$ cat src/sv/lrpf_pkg.sv
// ----------------------------------------------------------------------------
// lrpf_pkg
// shared widths, register indexes, reset colours and sequencer states for the
// led ring point fade renderer
// ----------------------------------------------------------------------------
package lrpf_pkg;

    localparam int COLOR_W   = 24;
    localparam int CHAN_W    = 8;
    localparam int NUM_CHANS = 3;
    localparam int LED_W     = 6;
    localparam int POS_W     = 10;
    localparam int SPEED_W   = 6;
    localparam int CFG_IDX_W = 3;

    localparam int NUM_COLOR_REGS = 4;

    localparam logic [CFG_IDX_W-1:0] CFG_IDX_SPEED = 3'd4;

    localparam logic [CHAN_W-1:0] CHAN_MAX = 8'hff;

    localparam logic [COLOR_W-1:0] RESET_COLOR_0 = 24'hff0000;
    localparam logic [COLOR_W-1:0] RESET_COLOR_1 = 24'h00ff00;
    localparam logic [COLOR_W-1:0] RESET_COLOR_2 = 24'hff0000;
    localparam logic [COLOR_W-1:0] RESET_COLOR_3 = 24'h00ff00;
    localparam logic [SPEED_W-1:0] RESET_SPEED   = 6'd1;

    typedef enum logic [7:0] {
        ST_IDLE = 8'b0000_0001,
        ST_MOVE = 8'b0000_0010,
        ST_MOD  = 8'b0000_0100,
        ST_DIST = 8'b0000_1000,
        ST_MAC  = 8'b0001_0000,
        ST_ABS  = 8'b0010_0000,
        ST_DIV  = 8'b0100_0000,
        ST_EMIT = 8'b1000_0000
    } state_t;

endpackage

$ cat src/sv/led_ring_point_fade_renderer.sv
// ----------------------------------------------------------------------------
// led_ring_point_fade_renderer
// renders one colour word per led of a ring on every frame tick
// ----------------------------------------------------------------------------
// s_ channel: one word per frame. s_frame_tick high moves every point forward
//   by point_speed steps and renders the whole ring; a word with s_frame_tick
//   low is taken and dropped. s_ready is high only while the block is idle.
// m_ channel: LED_COUNT words per frame, led_index 0 upwards, last_led set on
//   the final one. One output register decouples the receiver.
// cfg_ channel: cfg_ready is always high; index 0..3 are the point colours,
//   index 4 the speed, anything higher is ignored.
// sequence: the move phase adds the speed to each point in turn and stores
//   it, with an extra step to wrap it when it passes the end of the ring.
//   each led then takes, per point, the distance, then the multiply and
//   accumulate; then the magnitude, the reciprocal multiply that divides by
//   the spread and the hand over of the word.
// reset: colours and speed return to their defaults, points are spread evenly
//   round the ring, the output register is emptied.
// stall: a held output word stops the sequencer before the next word is handed
//   over; the word of the last led waits while a new tick is already taken.
// ----------------------------------------------------------------------------
module led_ring_point_fade_renderer
    import lrpf_pkg::*;
#(
    parameter int LED_COUNT     = 60,
    parameter int POINT_COUNT   = 4,
    parameter int STEPS_PER_LED = 10,
    parameter int SPREAD_LEDS   = 7
) (
    input  logic                 aclk,
    input  logic                 aresetn,

    input  logic                 s_valid,
    output logic                 s_ready,
    input  logic                 s_frame_tick,

    output logic                 m_valid,
    input  logic                 m_ready,
    output logic [LED_W-1:0]     m_led_index,
    output logic [CHAN_W-1:0]    m_red,
    output logic [CHAN_W-1:0]    m_green,
    output logic [CHAN_W-1:0]    m_blue,
    output logic                 m_last_led,

    input  logic                 cfg_valid,
    output logic                 cfg_ready,
    input  logic [CFG_IDX_W-1:0] cfg_index,
    input  logic [COLOR_W-1:0]   cfg_data
);

    localparam int RING_STEPS  = LED_COUNT * STEPS_PER_LED;
    localparam int SPAN        = SPREAD_LEDS * STEPS_PER_LED;
    localparam int SPAN_W      = $clog2(SPAN + 1);
    localparam int ACC_W       = $clog2(POINT_COUNT * 255 * SPAN + 1);
    localparam int MAG_W       = ACC_W + 1;
    localparam int PT_W        = (POINT_COUNT > 1) ? $clog2(POINT_COUNT) : 1;
    localparam int PROD_W      = CHAN_W + SPAN_W;
    localparam int RECIP_SHIFT = CHAN_W + 2 * $clog2(SPAN);
    localparam int QP_W        = RECIP_SHIFT + CHAN_W;

    localparam logic [POS_W:0]   RING_WIDE  = (POS_W + 1)'(RING_STEPS);
    localparam logic [POS_W-1:0] RING_POS   = POS_W'(RING_STEPS);
    localparam logic [POS_W-1:0] SPAN_POS   = POS_W'(SPAN);
    localparam logic [SPAN_W-1:0] SPAN_VAL  = SPAN_W'(SPAN);
    localparam logic [MAG_W-1:0] FULL_SCALE = MAG_W'(255 * SPAN);
    localparam logic [MAG_W-1:0] SAT_LIMIT  = MAG_W'(256 * SPAN);
    localparam logic [QP_W-1:0]  RECIP      =
        QP_W'(((longint'(1) << RECIP_SHIFT) + longint'(SPAN) - 1) / longint'(SPAN));
    localparam logic [PT_W-1:0]  LAST_PT    = PT_W'(POINT_COUNT - 1);
    localparam logic [LED_W-1:0] LAST_LED   = LED_W'(LED_COUNT - 1);
    localparam logic [POS_W-1:0] STEP_POS   = POS_W'(STEPS_PER_LED);

    state_t state_reg, state_next;

    logic [COLOR_W-1:0] color_reg [NUM_COLOR_REGS];
    logic [SPEED_W-1:0] speed_reg;
    logic [POS_W-1:0]   pos_reg [POINT_COUNT];
    logic [POS_W-1:0]   init_pos [POINT_COUNT];

    logic [PT_W-1:0]    pt_reg;
    logic [LED_W-1:0]   led_reg;
    logic [POS_W-1:0]   led_pos_reg;
    logic [POS_W:0]     sum_reg;
    logic [SPAN_W-1:0]  weight_reg;
    logic [ACC_W-1:0]   acc_reg [NUM_CHANS];
    logic [MAG_W-1:0]   mag_reg [NUM_CHANS];
    logic [CHAN_W-1:0]  quot_reg [NUM_CHANS];
    logic               sat_reg [NUM_CHANS];

    logic               m_valid_reg;
    logic [LED_W-1:0]   m_led_index_reg;
    logic [CHAN_W-1:0]  m_chan_reg [NUM_CHANS];
    logic               m_last_led_reg;

    logic               in_accept;
    logic               out_load;
    logic               pt_last;
    logic [POS_W-1:0]   cur_pos;
    logic [COLOR_W-1:0] cur_color;
    logic [POS_W-1:0]   diff;
    logic [POS_W-1:0]   other;
    logic [POS_W-1:0]   ring_dist;
    logic [SPAN_W-1:0]  weight;
    logic [PROD_W-1:0]  prod [NUM_CHANS];
    logic [MAG_W-1:0]   acc_ext [NUM_CHANS];
    logic [MAG_W-1:0]   mag [NUM_CHANS];
    logic [QP_W-1:0]    quot_prod [NUM_CHANS];

    // evenly spread start positions
    for (genvar g = 0; g < POINT_COUNT; g++) begin : g_init
        localparam int INIT_POS = (g * RING_STEPS) / POINT_COUNT;
        assign init_pos[g] = POS_W'(INIT_POS);
    end

    assign s_ready   = (state_reg == ST_IDLE);
    assign cfg_ready = 1'b1;
    assign in_accept = s_valid && s_ready;
    assign out_load  = (state_reg == ST_EMIT) && (!m_valid_reg || m_ready);
    assign pt_last   = (pt_reg == LAST_PT);

    assign m_valid     = m_valid_reg;
    assign m_led_index = m_led_index_reg;
    assign m_red       = m_chan_reg[0];
    assign m_green     = m_chan_reg[1];
    assign m_blue      = m_chan_reg[2];
    assign m_last_led  = m_last_led_reg;

    // shortest way round the ring and the triangular weight
    always_comb begin
        cur_pos   = pos_reg[pt_reg];
        cur_color = color_reg[2'(pt_reg)];
        diff      = (led_pos_reg >= cur_pos) ? (led_pos_reg - cur_pos)
                                             : (cur_pos - led_pos_reg);
        other     = RING_POS - diff;
        ring_dist = (other < diff) ? other : diff;
        weight    = (ring_dist <= SPAN_POS) ? (SPAN_VAL - ring_dist[SPAN_W-1:0]) : '0;
    end

    // exact division by the spread through its reciprocal
    always_comb begin
        for (int c = 0; c < NUM_CHANS; c++) begin
            prod[c]      = PROD_W'(CHAN_MAX - cur_color[CHAN_W*(NUM_CHANS-1-c) +: CHAN_W])
                           * PROD_W'(weight_reg);
            acc_ext[c]   = MAG_W'(acc_reg[c]);
            mag[c]       = (acc_ext[c] >= FULL_SCALE) ? (acc_ext[c] - FULL_SCALE)
                                                      : (FULL_SCALE - acc_ext[c]);
            quot_prod[c] = QP_W'(mag_reg[c]) * RECIP;
        end
    end

    always_comb begin
        state_next = state_reg;
        case (state_reg)
            ST_IDLE: begin
                if (in_accept && s_frame_tick) begin
                    state_next = ST_MOVE;
                end
            end
            ST_MOVE: state_next = ST_MOD;
            ST_MOD: begin
                if (sum_reg < RING_WIDE) begin
                    state_next = pt_last ? ST_DIST : ST_MOVE;
                end
            end
            ST_DIST: state_next = ST_MAC;
            ST_MAC:  state_next = pt_last ? ST_ABS : ST_DIST;
            ST_ABS:  state_next = ST_DIV;
            ST_DIV:  state_next = ST_EMIT;
            ST_EMIT: begin
                if (out_load) begin
                    state_next = (led_reg == LAST_LED) ? ST_IDLE : ST_DIST;
                end
            end
            default: state_next = ST_IDLE;
        endcase
    end

    // control state and stored point state
    always_ff @(posedge aclk) begin
        if (!aresetn) begin
            state_reg   <= ST_IDLE;
            m_valid_reg <= 1'b0;
            speed_reg   <= RESET_SPEED;
            color_reg[0] <= RESET_COLOR_0;
            color_reg[1] <= RESET_COLOR_1;
            color_reg[2] <= RESET_COLOR_2;
            color_reg[3] <= RESET_COLOR_3;
            for (int i = 0; i < POINT_COUNT; i++) begin
                pos_reg[i] <= init_pos[i];
            end
            pt_reg <= '0;
        end else begin
            state_reg <= state_next;

            if (cfg_valid && cfg_ready) begin
                if (cfg_index < CFG_IDX_SPEED) begin
                    color_reg[cfg_index[1:0]] <= cfg_data;
                end else if (cfg_index == CFG_IDX_SPEED) begin
                    speed_reg <= cfg_data[SPEED_W-1:0];
                end
            end

            if (out_load) begin
                m_valid_reg <= 1'b1;
            end else if (m_ready) begin
                m_valid_reg <= 1'b0;
            end

            case (state_reg)
                ST_IDLE: pt_reg <= '0;
                ST_MOD: begin
                    if (sum_reg < RING_WIDE) begin
                        pos_reg[pt_reg] <= sum_reg[POS_W-1:0];
                        pt_reg          <= pt_last ? '0 : pt_reg + 1'b1;
                    end
                end
                ST_MAC:  pt_reg <= pt_last ? '0 : pt_reg + 1'b1;
                default: pt_reg <= pt_reg;
            endcase
        end
    end

    // datapath
    always_ff @(posedge aclk) begin
        case (state_reg)
            ST_MOVE: sum_reg <= (POS_W + 1)'(cur_pos) + (POS_W + 1)'(speed_reg);
            ST_MOD: begin
                if (sum_reg >= RING_WIDE) begin
                    sum_reg <= sum_reg - RING_WIDE;
                end
                led_reg     <= '0;
                led_pos_reg <= '0;
                for (int c = 0; c < NUM_CHANS; c++) begin
                    acc_reg[c] <= '0;
                end
            end
            ST_DIST: weight_reg <= weight;
            ST_MAC: begin
                for (int c = 0; c < NUM_CHANS; c++) begin
                    acc_reg[c] <= acc_reg[c] + ACC_W'(prod[c]);
                end
            end
            ST_ABS: begin
                for (int c = 0; c < NUM_CHANS; c++) begin
                    mag_reg[c] <= mag[c];
                    sat_reg[c] <= (mag[c] >= SAT_LIMIT);
                end
            end
            ST_DIV: begin
                for (int c = 0; c < NUM_CHANS; c++) begin
                    quot_reg[c] <= quot_prod[c][QP_W-1 -: CHAN_W];
                end
            end
            ST_EMIT: begin
                if (out_load) begin
                    m_led_index_reg <= led_reg;
                    m_last_led_reg  <= (led_reg == LAST_LED);
                    for (int c = 0; c < NUM_CHANS; c++) begin
                        m_chan_reg[c] <= sat_reg[c] ? CHAN_MAX : quot_reg[c];
                        acc_reg[c]    <= '0;
                    end
                    led_reg     <= led_reg + 1'b1;
                    led_pos_reg <= led_pos_reg + STEP_POS;
                end
            end
            default: begin
                sum_reg <= sum_reg;
            end
        endcase
    end

endmodule
$ cat config.mk
export PLATFORM = sky130hd
export DESIGN_NAME = led_ring_point_fade_renderer
export DESIGN_NICKNAME = d
export VERILOG_FILES = /design/src/sv/lrpf_pkg.sv /design/src/sv/led_ring_point_fade_renderer.sv
export SDC_FILE = /design/constraint.sdc
export NUM_CORES = 2
export LEC_CHECK = 0
export BUFFER_PORTS_ARGS = -buffer_cell sky130_fd_sc_hd__buf_2
export CAP_MARGIN = 10
export CORE_ASPECT_RATIO = 1.1
export CORE_UTILIZATION = 50
export DETAILED_ROUTE_END_ITERATION = 8
export PLACE_DENSITY = 0.66
export SLEW_MARGIN = 20
export SYNTH_ARGS = -nofsm -noshare
export SYNTH_HDL_FRONTEND = slang
export SYNTH_SLANG_ARGS = --single-unit
$ cat constraint.sdc
create_clock -name aclk -period 14.2 [get_ports aclk]
set_input_delay 0.71 -clock aclk [delete_from_list [all_inputs] [get_ports aclk]]
set_output_delay 0.71 -clock aclk [all_outputs]
set_load 0.01 [all_outputs]
==> results.py <==
metrics = {
    "floorplanning": {
        "start_util": 0.5048,
        "dieHeight_microns": 278.6,
        "dieArea_sq_um": 70600,
        "row_count": 101,
        "design.core.area_sq_um": 68870,
        "ios": 67,
        "fp.dieW_microns": 253.4,
    },
    "outcome": {
        "violations": "design-rule violations",
        "status": "complete, but fails checks",
    },
    "layout": {
        "largest_reg_flops": 96,
        "layoutNonFillerInstCount": 4205,
        "drive_gt1_frac": 0.07845,
        "final_cell_mix": "471 x ha_1, 469 x inv_1, 332 x edfxtp_1, 330 x fa_1, 205 x nor2_1",
        "nets": 4078,
        "layout_commonest_cell": "ha_1",
        "area_delta_synth_final_pct": 8.262,
    },
    "global_routing": {
        "grt_pass1_wl_mm": 116.9,
        "grt_pass1_vias": 23996,
        "grt_max_degree": 58,
        "grt-ovfl-total": 0,
        "antenna_found_initial": 2,
        "grtUsageTotal": 0.2046,
    },
    "critical_path": {
        "cp.required_ns": 14.53,
        "cp-start-kind": "flop",
        "path_max_fanout": 37,
        "cp.arrival_ns": 7.68,
        "worstReg2RegEnd": "weight_reg[2]$_SDFFCE_PN0P_",
        "r2r_slack_ns": 6.85,
        "crit_type": "reg -> reg",
        "critPathCaptureType": "flop",
        "reg2reg_depth": 22,
    },
    "hold_path": {
        "holdPathStages": 3,
        "hold_path_class": "in -> reg",
        "hold_end": "speed_reg[0]$_SDFFE_PN1P_",
        "hold_start": "cfg_data[0]",
    },
    "timing": {
        "grt_setup_unrepaired": "no",
        "period_share": 0.5178,
        "tightest_slew_ns": 1.121,
        "finalHoldViolCount": 0,
        "tns_ns": 0,
        "timing.fmax_mhz": 136.0,
        "relSlewSlack": 0.2448,
        "holdWs_ns": 0.4182,
        "finClkSkew_ns": 0.03403,
        "fin_crit_ns": 7.353,
        "report.final.slew_viol_count": 0,
        "final-setup-viol-count": 0,
    },
    "clocking": {
        "cts_max_level": 2,
        "insertion_delay_ns": 0.58,
        "clock_sinks": 351,
        "hold_buffers": 0,
        "cts_setup_buffers": 0,
        "cts.repair.resized": 0,
        "cts_root_buf": "clkbuf_16",
        "cts_inserted_buffers": 41,
        "cts_buffer_depth": 3,
        "clkTransAtPathRegs_ns": 0.06,
        "cts_tree": "built",
    },
    "drt": {
        "routed_via_density": 5.341,
        "ant_nets": 0,
        "dr.first_iter.drc_count": 1175,
        "drc": 4,
        "via_count": 22457,
        "drt-pass1-iter-count": 7,
        "wl_per_cell_microns": 16.48,
        "drt-total-wl_mm": 69.31,
    },
    "placement": {
        "gp_congestion": 0.8703,
        "port_buffers": 65,
        "dpl.cell_count": 4127,
        "hpwlAfterDp_mm": 55.28,
    },
    "logic_synthesis": {
        "synthCells": 3188,
        "yosysSeqAreaShare": 0.2977,
        "ys_ff_latch": 351,
        "syn_avg_cell_area_sq_um": 10.91,
        "netlist_area_sq_um": 34770,
        "synth_edf_count": 332,
        "synth_cell_types": 91,
        "ys.warnings.count": 0,
        "synth_nets": 4022,
        "synth_top_flop_cell": "edfxtp_1",
        "synthArstFlopShare": 0,
    },
    "pwr": {
        "total_power_mw": 3.647,
        "p_leak_nw": 16.38,
        "p_per_area_nw_per_um2": 96.89,
        "ir_drop_v": 0.00009214,
    },
    "job": {
        "cap_violations": 0,
    },
}
cells in the mapped netlist, types with 53 or more instances:
| master | count | area [sq um] |
|---|---|---|
| fa_1 | 330 | 6606 |
| and2_1 | 78 | 488.0 |
| nor2b_1 | 126 | 788.3 |
| xnor2_1 | 141 | 1235 |
| a21oi_1 | 132 | 660.6 |
| ha_1 | 471 | 5893 |
| o21ai_0 | 80 | 400.4 |
| nor2_1 | 205 | 769.5 |
| nand2_1 | 109 | 409.1 |
| edfxtp_1 | 332 | 9970 |
| clkbuf_1 | 61 | 229.0 |
| xor2_1 | 53 | 464.2 |
| inv_1 | 469 | 1760 |
| nand2b_1 | 89 | 556.8 |
worst max-delay path by stage:
stage / from / endpoint / slack, ns / depth (start not counted)
3_3_place_gp: flop / weight_reg[6]$_SDFFCE_PN0P_ / 6.85 / 22
5_1_grt: flop / weight_reg[3]$_SDFFCE_PN0P_ / 6.34 / 22
4_1_cts: flop / weight_reg[2]$_SDFFCE_PN0P_ / 6.78 / 22
2_1_floorplan: flop / weight_reg[2]$_SDFFCE_PN0P_ / 7.04 / 25
3_5_place_dp: flop / weight_reg[3]$_SDFFCE_PN0P_ / 6.80 / 22
6_report: flop / weight_reg[2]$_SDFFCE_PN0P_ / 6.85 / 22
worst max-delay path: stages (launching register included):
cell and delay, ns:
dfxtp_2 0.31, buf_4 0.53, mux4_2 0.66, ha_1 0.39
ha_1 0.25, o211ai_1 0.23, a211oi_2 0.13, a311oi_4 0.76
mux2i_1 0.44, xnor2_1 0.23, o21ai_0 0.19, o21a_1 0.23
ha_1 0.31, xor2_1 0.17, a41oi_1 0.20, a311oi_2 0.13
o41ai_2 0.42, mux2_2 0.40, ha_1 0.19, or4b_1 0.49
nand4_1 0.12, a22o_2 0.22, nor2_1 0.07
metrics by stage:
| step | utilization | instance area (sq um) | setup slack (ns) |
|---|---|---|---|
| final | 0.5466 | 37640 | 6.847 |
| after global routing | 0.5465 | 37640 | 6.339 |
| after CTS | 0.5462 | 37620 | 6.780 |
| after detailed placement | 0.5248 | 36150 | 6.800 |
| after global placement | 0.5248 | 36140 | 6.852 |
| after floorplan | - | 34770 | 7.038 |
where the power goes:
part	leakage [nW]	switching [mW]	internal [mW]
Clock	0.713	0.453	0.700
Combinational	12.5	0.697	0.557
Sequential	3.19	0.0487	1.19
Total	16.4	1.20	2.45
layer usage:
layer  vias up  routed length [microns]  GRT usage
met4         0                     1976    0.06185
met2       382                    35170     0.3651
met3       114                     2535    0.02619
met5         -                        0          0
met1     11062                    29630     0.2562
li1      10899                        -          -
cells by family (layout without fill, tap and decap cells):
kind of cell	Yosys count	after routing	synth area share
and+or+nand+nor	807	807	0.1227
adders and majority gates	801	801	0.3595
buffers and inverters	548	636	0.06024
AOI/OAI and AO/OA	417	417	0.07845
DFF	351	351	0.2977
xor gates and xnor gates	198	198	0.05074
muxes	65	65	0.03059
other	1	3	0.0001079
layout make-up:
class	count	area [sq um]
Inverter	469	1760
Clock buffer	46	1085
Multi-Input combinational cell	2289	22360
Fill cell	5896	31230
Antenna cell	2	5.005
Sequential cell	351	10350
Clock inverter	29	386.6
Tap cell	927	1160
Timing Repair Buffer	92	531.8
(Power assumes the default switching activity.)
